[config.mk]
export PLATFORM = sky130hd
export DESIGN_NAME = fcsc_out_buf
export DESIGN_NICKNAME = d
export VERILOG_FILES = /design/src/hw/rtl/fcsc_pkg.sv /design/src/hw/rtl/fcsc_out_buf.sv
export SDC_FILE = /design/constraint.sdc
export NUM_CORES = 1
export LEC_CHECK = 0
export BUFFER_PORTS_ARGS = -buffer_cell sky130_fd_sc_hd__buf_2
export CELL_PAD_IN_SITES_DETAIL_PLACEMENT = 0
export CELL_PAD_IN_SITES_GLOBAL_PLACEMENT = 1
export CORE_UTILIZATION = 38
export DETAILED_ROUTE_END_ITERATION = 6
export PLACE_DENSITY = 0.75
export SYNTH_ARGS = -nofsm -noshare
export SYNTH_HDL_FRONTEND = slang
export SYNTH_SLANG_ARGS = --single-unit
[constraint.sdc]
create_clock -name clk -period 17.4 [get_ports clk]
set_input_delay 1.74 -clock clk [delete_from_list [all_inputs] [get_ports clk]]
set_output_delay 1.74 -clock clk [all_outputs]
set_load 0.02 [all_outputs]
[src/hw/rtl/fcsc_pkg.sv]
// Shared types, constants and the symbol classifier for the FASTA composition counter.
`default_nettype none

package fcsc_pkg;

	localparam int FIRST_SEQ_DEPTH_DEF = 65536;

	localparam logic [7:0]  CHAR_GT   = 8'h3E; // '>'
	localparam logic [7:0]  CHAR_LF   = 8'h0A; // newline
	localparam logic [31:0] ALL_ONES32 = 32'hFFFF_FFFF;
	localparam logic [15:0] ALL_ONES16 = 16'hFFFF;

	typedef enum logic [1:0] {
		CLS_GC,
		CLS_AT,
		CLS_AMB,
		CLS_ANO
	} sym_class_t;

	typedef struct packed {
		logic [7:0] byte_in;
		logic       end_of_input;
	} in_item_t;

	typedef struct packed {
		logic [15:0] seq_index;
		logic [31:0] seq_length;
		logic [31:0] gc_count;
		logic [31:0] at_count;
		logic [31:0] ambiguous_count;
		logic [31:0] anomalous_count;
		logic [31:0] max_length;
		logic [31:0] min_length;
		logic [31:0] snp_count;
		logic        length_error;
		logic        final_record;
	} out_item_t;

	// Store-side control from the parser
	typedef struct packed {
		logic wr;    // write the byte of the first sequence
		logic cmp;   // compare the byte of the second sequence
		logic clear; // end of file: drop the mismatch count
	} store_req_t;

	function automatic logic [31:0] sat_inc32(input logic [31:0] v);
		sat_inc32 = (v == ALL_ONES32) ? v : v + 32'd1;
	endfunction

	function automatic sym_class_t classify(input logic [7:0] c);
		case (c) inside
			// C c G g
			8'h43, 8'h63, 8'h47, 8'h67: classify = CLS_GC;
			// A a T t
			8'h41, 8'h61, 8'h54, 8'h74: classify = CLS_AT;
			// R Y K M S W B D H V N in either case, and gap
			8'h52, 8'h59, 8'h4B, 8'h4D, 8'h53, 8'h57, 8'h42, 8'h44, 8'h48, 8'h56,
			8'h4E, 8'h72, 8'h79, 8'h6B, 8'h6D, 8'h73, 8'h77, 8'h62, 8'h64, 8'h68,
			8'h76, 8'h6E, 8'h2D: classify = CLS_AMB;
			default: classify = CLS_ANO;
		endcase
	endfunction

endpackage

`default_nettype wire

[src/hw/rtl/fcsc_out_buf.sv]
// Two-entry output buffer that keeps records flowing while the receiver stalls.
`default_nettype none

module fcsc_out_buf (
	input  wire logic                clk,
	input  wire logic                arst_n,
	input  wire logic                push,
	input  wire fcsc_pkg::out_item_t rec,
	output logic                     space,
	output logic                     out_valid,
	input  wire logic                out_ready,
	output fcsc_pkg::out_item_t      out_data
);
	import fcsc_pkg::*;

	out_item_t head_q, skid_q;
	logic      head_valid_q, skid_valid_q;
	logic      pop;

	assign pop       = head_valid_q && out_ready;
	assign space     = !skid_valid_q;
	assign out_valid = head_valid_q;
	assign out_data  = head_q;

	// Hold control flags
	always_ff @(posedge clk or negedge arst_n) begin
		if (!arst_n) begin
			head_valid_q <= 1'b0;
			skid_valid_q <= 1'b0;
		end else if (pop) begin
			if (skid_valid_q) begin
				skid_valid_q <= push;
			end else begin
				head_valid_q <= push;
			end
		end else if (push) begin
			if (head_valid_q) begin
				skid_valid_q <= 1'b1;
			end else begin
				head_valid_q <= 1'b1;
			end
		end
	end

	// Move payloads
	always_ff @(posedge clk) begin
		if (pop) begin
			if (skid_valid_q) begin
				head_q <= skid_q;
				if (push) begin
					skid_q <= rec;
				end
			end else if (push) begin
				head_q <= rec;
			end
		end else if (push) begin
			if (head_valid_q) begin
				skid_q <= rec;
			end else begin
				head_q <= rec;
			end
		end
	end

	a_skid_needs_head: assert property (@(posedge clk) disable iff (!arst_n)
		skid_valid_q |-> head_valid_q)
		else $error("skid entry held without a head entry");

	a_push_stalled_fills_skid: assert property (@(posedge clk) disable iff (!arst_n)
		push && !pop && head_valid_q |=> skid_valid_q)
		else $error("record dropped while receiver stalled");

	a_drain_empties: assert property (@(posedge clk) disable iff (!arst_n)
		pop && !skid_valid_q && !push |=> !head_valid_q)
		else $error("record repeated after transfer");

endmodule

`default_nettype wire

# Word-level counts from Yosys, hierarchy flattened

Cells that the tools add are included.

Input port bits: 278
Output and inout port bits: 276
Register bits: 550
Logic and storage cells: 53

Muxes and demuxes: 16
Reductions and logical operators: 9
Eq/ne operators: 4

Operator list:

| operator             | number |
|---|---|
| $mux W274            | 9 |
| $mux W1              | 7 |
| $ne A2 B2 Y1 const B | 3 |
| $reduce_bool A2 Y1   | 3 |
| $reduce_and A2 Y1    | 2 |
| $reduce_and A4 Y1    | 1 |
| $reduce_and A3 Y1    | 1 |
| $ne A2 B1 Y1 const B | 1 |
| $logic_and A1 B1 Y1  | 1 |
| $logic_not A1 Y1     | 1 |

# Logic depth before layout (Yosys ltp)

Word-level depth: 3
Gate-level depth with buffers: 4
Gate-level depth less buffers: 2

# Least setup slack after synthesis

No wires, ideal clock.

Kind: input to register
Start: input port push
End: register head_q, in the netlist out_data[0] (enable)
Required time: 16.398 ns
Stages on the path: 2
Arrival time: 14.961 ns
Setup slack: 1.437 ns
Cells stage by stage: a21oi_1 a21oi_1

Word-level cells in the longest chain between the ends: 2
Elaborated cells between the ends (all ways): 3
Those cells by class: 3 x reduce/logical

RTL lines:

| what                                   | RTL line           | RTL |
|---|---|---|
| start, declared                        | fcsc_out_buf.sv:7  | `input wire logic push,` |
| $reduce_bool A2 Y1 (no source line)    | n/a                |  |
| $reduce_and A3 Y1 (no source line) (*) | n/a                |  |
| end signal, assigned                   | fcsc_out_buf.sv:49 | `head_q <= skid_q;` |
| end signal, assigned                   | fcsc_out_buf.sv:54 | `head_q <= rec;` |
| end signal, assigned                   | fcsc_out_buf.sv:60 | `head_q <= rec;` |
| end, declared                          | fcsc_out_buf.sv:16 | `out_item_t head_q, skid_q;` |

Every way passes the cells marked *; elsewhere a longest branch is shown, timed or not.
A chain may end at the register's enable or synchronous reset.

# Worst setup path after layout

Start: input port out_ready
End: register head_q, in the netlist out_data[9], data pin

Word-level cells in the longest chain between the ends: 2

RTL lines:

| what                | RTL line           | RTL |
|---|---|---|
| start, declared     | fcsc_out_buf.sv:11 | `input wire logic out_ready,` |
| $logic_and A1 B1 Y1 | fcsc_out_buf.sv:20 | `assign pop = head_valid_q && out_ready;` |
| $mux W274           | fcsc_out_buf.sv:47 | `if (pop) begin` |

No other way between the ends.

==> flow_summary.toml <==
[power]
ir_drop_mv = 0.0780
powerDensity_nw_per_um2 = 127
p_leak_nw = 9.48
design_power_total_mw = 3.19

[layout]
syn_to_final_growth_pct = 25.4
nets = 1735
final_cells = 2177
final_common_cell = "buf_2"
drive_gt1_share_pct = 43.4
nFillCells = 4400
mostFrequentLayoutCells = "553 x buf_2, 548 x edfxtp_1, 260 x mux2_1, 57 x clkbuf_16, 16 x clkinv_1"

[setup_path]
crit_path_frequent_cell = "buf_4"
start_kind = "primary input"
crit_chain = "buf_2, nand3_4, buf_4, buf_4, mux2_2"
worst_path_max_delay_cell = "buf_4"
cp-end-kind = "register"
critPathMaxStageDelay_ns = 0.92
crit_family = "buffers and inverters"
arrival_ns = 4.93
path_class = "primary input to register"
crit_start = "out_ready"
required_ns = 17.73
cp_max_fo = 74
path_buf_inv = 3
r2r-start = "out_valid"

[worst_hold_path]
hp-class = "register to register"
hold_start = "skid_q[149]"

[logic_synthesis]
ys_seq_area_share_pct = 82.6
synth_cells = 865
synth_nets = 1143
synth_area_sq_um = 20000
ys_ff_latch = 550
ys_warn_count = 0
synth_area_per_cell_sq_um = 23.1
synth_cell_types = 15

[cts]
cts_resized = 0
root_buffer = "clkbuf_16"
clk_pin_slew_ns = 0.06
postCtsHoldBufs = 0
postCtsSetupBuffers = 0
clk_latency_ns = 0.58
cts_tree = "yes"
clockBufferDepth = 3
cts.sinks = 550
htreeDepth = 2
cts_buffers = 57

[timing]
finalSetupTns_ns = 0
rsz0062_at_grt = "false"
tightest_slew_ns = 1.08
hold_violations = 0
clock.fmax_mhz = 217
fin_crit_sh_pct = 26.4
finClkSkew_ns = 0.0110
worst_slack_ns = 12.80
slew_violations = 0
final.min_clock_period_ns = 4.60
holdWs_ns = 0.520
finalSetupViolCount = 0
max-slew-margin-rel_pct = 28.0

[floorplan]
rows = 83
die_h_microns = 231
io_pins = 554
die_area_sq_um = 53500
coreArea_sq_um = 51600
die_x_microns = 231
initial_utilization_pct = 38.7

[routing]
wl_per_cell_microns = 19.9
viasPerCell = 4.72
drtAntennaViolNets = 0
num_vias = 10300
wl_mm = 43.2
drt-initial-drc-count = 527
drc = 0
dr.pass1.iters = 6

[grt]
grt_pass1_wl_mm = 64.5
grt_pass1_vias = 10600
grt_overflow_total = 0
antenna_found_initial = 7
grt_start_max_net_pins = 81
track_usage_pct = 15.7

[outcome]
status = "completed"

[placed_design]
hpwl_mm = 29.4
place.gp.congestion = 0.802
dpl.cell_count = 2078
pre_cts_ws_ns = 12.18
io_buffers = 553

[flow_run]
cap_violations = 0
==> worst paths after layout <==
kind / end / slack (ns) / cells after the start
worst max register to register: out_data[9] / 13.54 / 4
worst min register to register: out_data[149] / 0.52 / 1
worst max-delay path: out_data[9] / 12.80 / 5
worst min-delay path: out_data[149] / 0.52 / 1
min in group asynchronous: out_valid / 0.93 / 1
max in group asynchronous: skid_valid_q / 16.36 / 1
==> cell type report <==
| cell class | instances | area (sq um) | share of cell area, % |
|---|---|---|---|
| antenna | 3 | 7.51 | 0.0300 |
| clock buffer | 69 | 1470 | 5.87 |
| clock inverter | 27 | 208 | 0.829 |
| inverter | 2 | 7.51 | 0.0300 |
| multi-input combinational | 283 | 3170 | 12.6 |
| sequential | 550 | 16500 | 65.9 |
| tap | 680 | 851 | 3.40 |
| timing repair buffer | 563 | 2840 | 11.3 |
==> layer usage <==
layer,part of all wire [%],track usage [%]
met3,8.3,5.38
met5,0.069,0
met4,2.4,5.30
met1,41,19.9
met2,48,25.2
==> kinds of logic (layout without fill, tap and decap cells) <==
logic type / after synthesis / in the layout / synth area share [%]
flops: 550 / 550 / 82.6
mux: 274 / 274 / 15.4
buf+inv: 32 / 661 / 1.64
compound gates: 5 / 5 / 0.144
simple gates: 4 / 4 / 0.144
other cells: 0 / 3 / 0
==> synthesized netlist by cell type <==
master | n | share of area [%]
o22ai_1 | 1 | 0.031
nand2b_1 | 1 | 0.031
and3_1 | 1 | 0.031
mux2_2 | 14 | 0.79
buf_2 | 1 | 0.025
buf_4 | 3 | 0.11
a21o_1 | 1 | 0.038
nor2b_1 | 1 | 0.031
inv_1 | 2 | 0.038
nand3_2 | 1 | 0.050
mux2_1 | 260 | 15
dfrtp_1 | 2 | 0.25
edfxtp_1 | 548 | 82
a21oi_1 | 3 | 0.075
buf_6 | 26 | 1.5
==> metrics by stage <==
| step | area [sq um] | utilization, % |
|---|---|---|
| 2_1_floorplan | 20000 | - |
| 3_3_place_gp | 23400 | 45.3 |
| 3_5_place_dp | 23400 | 45.3 |
| 4_1_cts | 25100 | 48.5 |
| 5_1_grt | 25100 | 48.6 |
| 6_report | 25100 | 48.6 |
==> sequential cells by signal, indices dropped and copies added (netlist names) <==
name	count
out_data	274
skid_valid_q	1
out_valid	1
skid_q	274
==> where the power goes <==
| group | leakage (nW) | internal [mW] | switching (mW) |
|---|---|---|---|
| sequential | 5.28 | 1.64 | 0.0341 |
| clock | 0.814 | 0.639 | 0.476 |
| combinational | 3.38 | 0.132 | 0.269 |
| total | 9.48 | 2.41 | 0.779 |
No activity file was read; power rests on OpenSTA's default activity.
