<file path="src/hw/rtl/fcsc_pkg.sv">
// Shared types, constants and the symbol classifier for the FASTA composition counter.
`default_nettype none

package fcsc_pkg;

	localparam int FIRST_SEQ_DEPTH_DEF = 65536;

	localparam logic [7:0]  CHAR_GT   = 8'h3E; // '>'
	localparam logic [7:0]  CHAR_LF   = 8'h0A; // newline
	localparam logic [31:0] ALL_ONES32 = 32'hFFFF_FFFF;
	localparam logic [15:0] ALL_ONES16 = 16'hFFFF;

	typedef enum logic [1:0] {
		CLS_GC,
		CLS_AT,
		CLS_AMB,
		CLS_ANO
	} sym_class_t;

	typedef struct packed {
		logic [7:0] byte_in;
		logic       end_of_input;
	} in_item_t;

	typedef struct packed {
		logic [15:0] seq_index;
		logic [31:0] seq_length;
		logic [31:0] gc_count;
		logic [31:0] at_count;
		logic [31:0] ambiguous_count;
		logic [31:0] anomalous_count;
		logic [31:0] max_length;
		logic [31:0] min_length;
		logic [31:0] snp_count;
		logic        length_error;
		logic        final_record;
	} out_item_t;

	// Store-side control from the parser
	typedef struct packed {
		logic wr;    // write the byte of the first sequence
		logic cmp;   // compare the byte of the second sequence
		logic clear; // end of file: drop the mismatch count
	} store_req_t;

	function automatic logic [31:0] sat_inc32(input logic [31:0] v);
		sat_inc32 = (v == ALL_ONES32) ? v : v + 32'd1;
	endfunction

	function automatic sym_class_t classify(input logic [7:0] c);
		case (c) inside
			// C c G g
			8'h43, 8'h63, 8'h47, 8'h67: classify = CLS_GC;
			// A a T t
			8'h41, 8'h61, 8'h54, 8'h74: classify = CLS_AT;
			// R Y K M S W B D H V N in either case, and gap
			8'h52, 8'h59, 8'h4B, 8'h4D, 8'h53, 8'h57, 8'h42, 8'h44, 8'h48, 8'h56,
			8'h4E, 8'h72, 8'h79, 8'h6B, 8'h6D, 8'h73, 8'h77, 8'h62, 8'h64, 8'h68,
			8'h76, 8'h6E, 8'h2D: classify = CLS_AMB;
			default: classify = CLS_ANO;
		endcase
	endfunction

endpackage

`default_nettype wire

</file>
<file path="src/hw/rtl/fcsc_core.sv">
// Line parser, per-sequence counters and record builder.
`default_nettype none

module fcsc_core #(
	parameter int FIRST_SEQ_DEPTH = fcsc_pkg::FIRST_SEQ_DEPTH_DEF
) (
	input  wire logic                               clk,
	input  wire logic                               arst_n,
	input  wire logic                               accept,
	input  wire fcsc_pkg::in_item_t                 in_data,
	input  wire logic [31:0]                        mismatch_total,
	output fcsc_pkg::store_req_t                    req,
	output logic [$clog2(FIRST_SEQ_DEPTH)-1:0]      addr,
	output logic [7:0]                              wr_data,
	output logic                                    rec_push,
	output fcsc_pkg::out_item_t                     rec
);
	import fcsc_pkg::*;

	localparam int         AW     = $clog2(FIRST_SEQ_DEPTH);
	localparam logic [32:0] DepthW = 33'(FIRST_SEQ_DEPTH);

	logic        at_line_start_q;
	logic        in_header_q;
	logic        have_seq_q;
	logic [15:0] seq_cnt_q;
	logic [31:0] len_q, gc_q, at_q, amb_q, ano_q;
	logic [31:0] max_q, min_q, first_len_q;

	logic        c_eoi, c_lf, c_hdr, c_sym;
	logic [7:0]  c;
	logic        pos_in_depth;
	logic        is_seq0, is_seq1;
	logic [31:0] new_max, new_min;
	sym_class_t  cls;

	// Decode the accepted byte
	assign c       = in_data.byte_in;
	assign c_eoi   = accept && in_data.end_of_input;
	assign c_lf    = accept && !in_data.end_of_input && (c == CHAR_LF);
	assign c_hdr   = accept && !in_data.end_of_input && (c == CHAR_GT) && at_line_start_q;
	assign c_sym   = accept && !in_data.end_of_input && !c_lf && !c_hdr
		&& !in_header_q && have_seq_q;
	assign cls     = classify(c);

	assign is_seq0      = (seq_cnt_q == 16'd0);
	assign is_seq1      = (seq_cnt_q == 16'd1);
	assign pos_in_depth = ({1'b0, len_q} < DepthW);

	// Drive the store
	assign addr      = len_q[AW-1:0];
	assign wr_data   = c;
	assign req.wr    = c_sym && is_seq0 && pos_in_depth;
	assign req.cmp   = c_sym && is_seq1 && pos_in_depth && (len_q < first_len_q);
	assign req.clear = c_eoi;

	// Build the record of the open sequence
	assign new_max = (len_q > max_q) ? len_q : max_q;
	assign new_min = (len_q < min_q) ? len_q : min_q;

	assign rec_push = (c_eoi || c_hdr) && have_seq_q;

	always_comb begin
		rec.seq_index       = seq_cnt_q;
		rec.seq_length      = len_q;
		rec.gc_count        = gc_q;
		rec.at_count        = at_q;
		rec.ambiguous_count = amb_q;
		rec.anomalous_count = ano_q;
		rec.max_length      = new_max;
		rec.min_length      = new_min;
		rec.snp_count       = is_seq1 ? mismatch_total : '0;
		rec.length_error    = is_seq1 && ((len_q != first_len_q) || ({1'b0, len_q} > DepthW));
		rec.final_record    = c_eoi;
	end

	// Advance parser and counters
	always_ff @(posedge clk or negedge arst_n) begin
		if (!arst_n) begin
			at_line_start_q <= 1'b1;
			in_header_q     <= 1'b0;
			have_seq_q      <= 1'b0;
			seq_cnt_q       <= '0;
			len_q           <= '0;
			gc_q            <= '0;
			at_q            <= '0;
			amb_q           <= '0;
			ano_q           <= '0;
			max_q           <= '0;
			min_q           <= ALL_ONES32;
			first_len_q     <= '0;
		end else if (c_eoi) begin
			// end of file: back to the reset state
			at_line_start_q <= 1'b1;
			in_header_q     <= 1'b0;
			have_seq_q      <= 1'b0;
			seq_cnt_q       <= '0;
			len_q           <= '0;
			gc_q            <= '0;
			at_q            <= '0;
			amb_q           <= '0;
			ano_q           <= '0;
			max_q           <= '0;
			min_q           <= ALL_ONES32;
			first_len_q     <= '0;
		end else if (c_lf) begin
			in_header_q     <= 1'b0;
			at_line_start_q <= 1'b1;
		end else if (c_hdr) begin
			at_line_start_q <= 1'b0;
			in_header_q     <= 1'b1;
			have_seq_q      <= 1'b1;
			len_q           <= '0;
			gc_q            <= '0;
			at_q            <= '0;
			amb_q           <= '0;
			ano_q           <= '0;
			if (have_seq_q) begin
				max_q <= new_max;
				min_q <= new_min;
				if (is_seq0) begin
					first_len_q <= len_q;
				end
				if (seq_cnt_q != ALL_ONES16) begin
					seq_cnt_q <= seq_cnt_q + 16'd1;
				end
			end
		end else if (accept) begin
			at_line_start_q <= 1'b0;
			if (c_sym) begin
				len_q <= sat_inc32(len_q);
				case (cls)
					CLS_GC:  gc_q  <= sat_inc32(gc_q);
					CLS_AT:  at_q  <= sat_inc32(at_q);
					CLS_AMB: amb_q <= sat_inc32(amb_q);
					default: ano_q <= sat_inc32(ano_q);
				endcase
			end
		end
	end

endmodule

`default_nettype wire

</file>
<file path="config.mk">
export PLATFORM = sky130hd
export DESIGN_NAME = fcsc_core
export DESIGN_NICKNAME = d
export VERILOG_FILES = /design/src/hw/rtl/fcsc_pkg.sv /design/src/hw/rtl/fcsc_core.sv
export SDC_FILE = /design/constraint.sdc
export NUM_CORES = 1
export LEC_CHECK = 0
export BUFFER_PORTS_ARGS = -buffer_cell sky130_fd_sc_hd__buf_2
export CORE_ASPECT_RATIO = 1.5
export CORE_UTILIZATION = 60
export DETAILED_ROUTE_END_ITERATION = 12
export GPL_TIMING_DRIVEN = 0
export PLACE_DENSITY = 0.88
export SLEW_MARGIN = 5
export SYNTH_ARGS = -nofsm -noshare
export SYNTH_HDL_FRONTEND = slang
export SYNTH_SLANG_ARGS = --single-unit
</file>
<file path="constraint.sdc">
create_clock -name clk -period 9.2 [get_ports clk]
set_input_delay 1.38 -clock clk [delete_from_list [all_inputs] [get_ports clk]]
set_output_delay 1.38 -clock clk [all_outputs]
set_load 0.05 [all_outputs]
</file>
# After elaboration in Yosys (flattened, before gate mapping)
# Cells that the tools add are included.
# Widths: inputs -> output; s select.
# word_totals
reg_bits	275
in_bits	44
output_inout_bits	302
word_cells	188
# op_classes
add_sub_neg	6
magnitude_cmp	5
n_eq_ne	50
mux	67
n_reduce_logical	48
# ops
op	n
$mux 32	50
$eq 8x7->1 const B	30
$add 32x1->32 const B	5
$eq 32x32->1 const B	5
$mux 16	5
$lt 32x32->1	2
$gt 32x17->1 const B	1
$gt 32x32->1	1
$lt 32x17->1 const B	1
$ne 32x32->1	1
$reduce_or 23->1	1
$reduce_and 5->1	4
$reduce_bool 3->1	6
$add 16x1->16 const B	1
$eq 16x1->1 const B	1
$eq 8x6->1 const B	2
$logic_and 1x1->1	16
$logic_not 16->1	1
$ne 16x16->1 const B	1
$ne 3x3->1 const B	5
$reduce_and 4->1	3
$mux 1	10
$eq 8x4->1 const B	1
$reduce_bool 2->1	4
other kinds (13)	19

# Logic depth before layout (Yosys ltp)
# logic_depth
ltp_word	13
mapped_depth	11
mapped_depth_nobuf	9

# Worst setup path after synthesis
# OpenSTA, ideal clock, no wires.
# synth_timing
path_kind	input -> output
startpoint	in in_data[4] in the netlist's numbering
endpoint	out req[1] in the netlist's numbering
t_arrival_ns	4.307
required_ns	7.820
setup_slack_ns	3.513
stages	8
n_path_buf	1
cell_sequence	buf_2 nor4b_1 a21oi_1 o21ai_1 or3_1 nor3_1 o41ai_1 nor4_1
# synth_rtl
item	line	rtl
from (decl)	fcsc_core.sv:10	input wire fcsc_pkg::in_item_t in_data,
to (decl)	fcsc_core.sv:12	output fcsc_pkg::store_req_t req,

==> summary.md <==
| Metric | Value |
|---|---|
| Iteration-0 DRC Markers | 1,122 |
| Total power | 0.00252 W |
| Levels on crit path | 10 |
| Clock transition at path regs | 0.06 ns |
| Final std cells w/o fill | 2,627 |
| Final core utilization | 72.5% |
| DR vias | 16,400 |
| Synth async-reset ratio | 100% |
| CTS tree | built |
| CP Max Fanout | 11 |
| Setup TNS | 0 ns |
| Post-route worst setup slack | 3.36 ns |
| Top-count cell post-synth | dfrtp_1 |
| Max incr delay on CP | 0.74 ns |
| Tcrit/Tclk final | 63.4% |
| # rows | 75 |
| Yosys top cell area share | 35.3% |
| Crit path DAT | 4.46 ns |
| RSZ-0062 raised after global routing | false |
| Register area share after synthesis | 40.3% |
| Synthesized flop and latch total | 275 |
| Share of post-route cells with drive strength above 1 | 25.0% |
| Synth unique cells | 66 |
| Post-DP HPWL | 39,900 um |
| R2r startpoint | len_q[1] |
| GR Overflow Total | 0 |
| Die ar. | 29,300 um^2 |
| Setup crit start | len_q[1] |
| DR WL met3 | 3940 um |
| Final Max Slew Viols | 0 |
| EDFF count, synth | 0 |
| FF-to-FF setup slack | 5.33 ns |
| Crit path required time | 7.82 ns |
| Synth Flop Type | dfrtp_1 |
| Resized Gates After CTS | 0 |
| Worst setup SP type | register |
| Critical path type | reg2out |
| Vias in the first global route | 16,000 |
| CP delay by family, top | compound AO/OA/AOI/OAI gates |
| DR pass1 iterations | 5 |
| Gr usage total | 36.4% |
| Post-CTS setup buffer count | 0 |
| Total CTS buffers | 27 |
| Starting Density | 61.2% |
| Dominant cell type by area after synthesis | dfrtp_1 |
| Rel. slew slack | 25.0% |
| Leak | 10.7 nW |
| Largest net degree at the start of global routing | 117 |
| Slowest-stage cell, CP | clkbuf_1 |
| Syn_nets | 2,031 |
| Worst slew pin tran | 1.12 ns |
| Worst R2R Path Depth | 9 |
| Mean Syn Cell Area | 9.12 um^2 |
| DRC | 0 |
| Critical path endpoint category | output pin |
| Chip width | 140 um |
| Fmax | 171 MHz |
| Final ANT Viol Nets | 0 |
| Top Metal Used | met4 |
| Worst-path cell chain | ha_1 -> nor2b_1 -> o21a_1 -> o21a_1 -> o31ai_1 -> a31oi_1 -> o31ai_1 -> clkbuf_1 -> mux2i_1 -> buf_2 |
| Fin crit period | 5.84 ns |
| FF-to-FF End | max_q[26] |
| Synthesized area | 17,200 um^2 |
| TritonCTS Sinks | 275 |
| Fin. Hold Viols | 0 |
| Critical path endpoint | rec[67] |
| Status | completed |
| First-pass GRT wire length | 84,600 um |
| Die H | 209 um |
| Hold_buf cts | 0 |
| PD cells | 124 nW/um^2 |
| IO buf count | 345 |
| WL/cell | 20.6 um |
| Worst slack, placed | 3.68 ns |
| Area delta synth->final | 18.5% |
| Initial antenna violation count | 1 |
| Clock buffer depth | 3 |
| Post-synth top cells | dfrtp_1, nor2_1, inv_1 |
| Hold Path Class | reg2reg |
| Core ar. | 28,100 um^2 |
| VDD IR max | 0.147 mV |
| Placed cells | 2,576 |
| Wire length on met2 | 27,100 um |
| Worst-Skew Late Latency | 0.55 ns |
| Synth area leaders | dfrtp_1, ha_1, mux2_2 |
| Clock Root Buffer | clkbuf_16 |
| H-tree levels | 1 |
| WL met1 | 20,000 um |
| Vias/cell | 6.25 |
| Number of max-cap violations | 0 |
| Nets@finish | 2,407 |
| Fin Clk Skew | 0.0142 ns |
| Final Wtd Congestion | 0.963 |
| DRT Wirelength | 54,100 um |
| Top Ports | 346 |
| Worst path bufs/invs | 2 |
| Yosys warning total | 0 |
| Count of final setup violators | 0 |
| Syn Inst Count | 1,883 |
[state kept, by name, summed over array words and instances (netlist names)]
signal,flops
ano_q,32
have_seq_q,1
min_q,32
amb_q,32
in_header_q,1
len_q,32
at_q,32
at_line_start_q,1
seq_cnt_q,16
max_q,32
gc_q,32
first_len_q,32
[worst min-delay path by stage]
stage / start / cells after the start / slack [ns] / endpoint
5_1_grt: at_line_start_q / 2 / 0.51 / at_line_start_q
6_report: at_line_start_q / 2 / 0.49 / at_line_start_q
3_3_place_gp: in_header_q / 1 / 0.47 / in_header_q
3_5_place_dp: at_line_start_q / 2 / 0.48 / at_line_start_q
4_1_cts: at_line_start_q / 2 / 0.49 / at_line_start_q
2_1_floorplan: at_line_start_q / 2 / 0.46 / at_line_start_q
[power by group]
part,internal [W],switching (W)
registers,0.00121,0.000000410
clock network,0.000701,0.000497
logic,0.0000265,0.0000860
total,0.00194,0.000583
[per-layer routing]
metal,up-vias,track usage [%]
li1,7389,-
met1,8013,43.0
met2,803,62.2
met3,211,6.16
met4,0,21.3
met5,-,0
[worst min-delay path, stage by stage, from the launching register on]
cell and delay [ns]:
dfstp_2 0.37, nor2_1 0.08, a21oi_1 0.04
[placed cells by master (no fill, tap or decap), types with 59 or more instances in the layout]
master / count
mux2_2: 84
a21oi_1: 69
nand3_1: 73
nand4_1: 69
buf_2: 357
ha_1: 104
nor2_1: 213
dfrtp_1: 242
inv_1: 122
nand2_1: 114
and3_1: 75
clkbuf_1: 100
xor2_1: 59
[area by class of cell]
class / instances / area, um^2
antenna: 1 / 2.50
tap: 346 / 433
timing repair buffer: 347 / 1790
clock buffer: 37 / 773
sequential: 275 / 6920
buffer: 142 / 666
fill: 2061 / 7710
multi-input combinational: 1344 / 9130
inverter: 122 / 458
clock inverter: 13 / 175
[logic make-up after synthesis]
logic type	count (synthesis)	synth area share, %
AO/OA/AOI/OAI	277	10.7
flip-flops	275	40.3
adder cells (fa/ha/maj)	104	7.58
XOR/XNOR	107	5.46
buffers and inverters	264	6.54
AND/OR/NAND/NOR	745	22.4
multiplexers	111	7.08
[through the flow]
step / instance area, um^2 / hold slack [ns]
6_report: 20300 / 0.489
5_1_grt: 20300 / 0.512
2_1_floorplan: 17200 / 0.464
4_1_cts: 20300 / 0.492
3_3_place_gp: 19300 / 0.474
3_5_place_dp: 19400 / 0.483
Note: power is estimated with default switching activity, not from simulation.
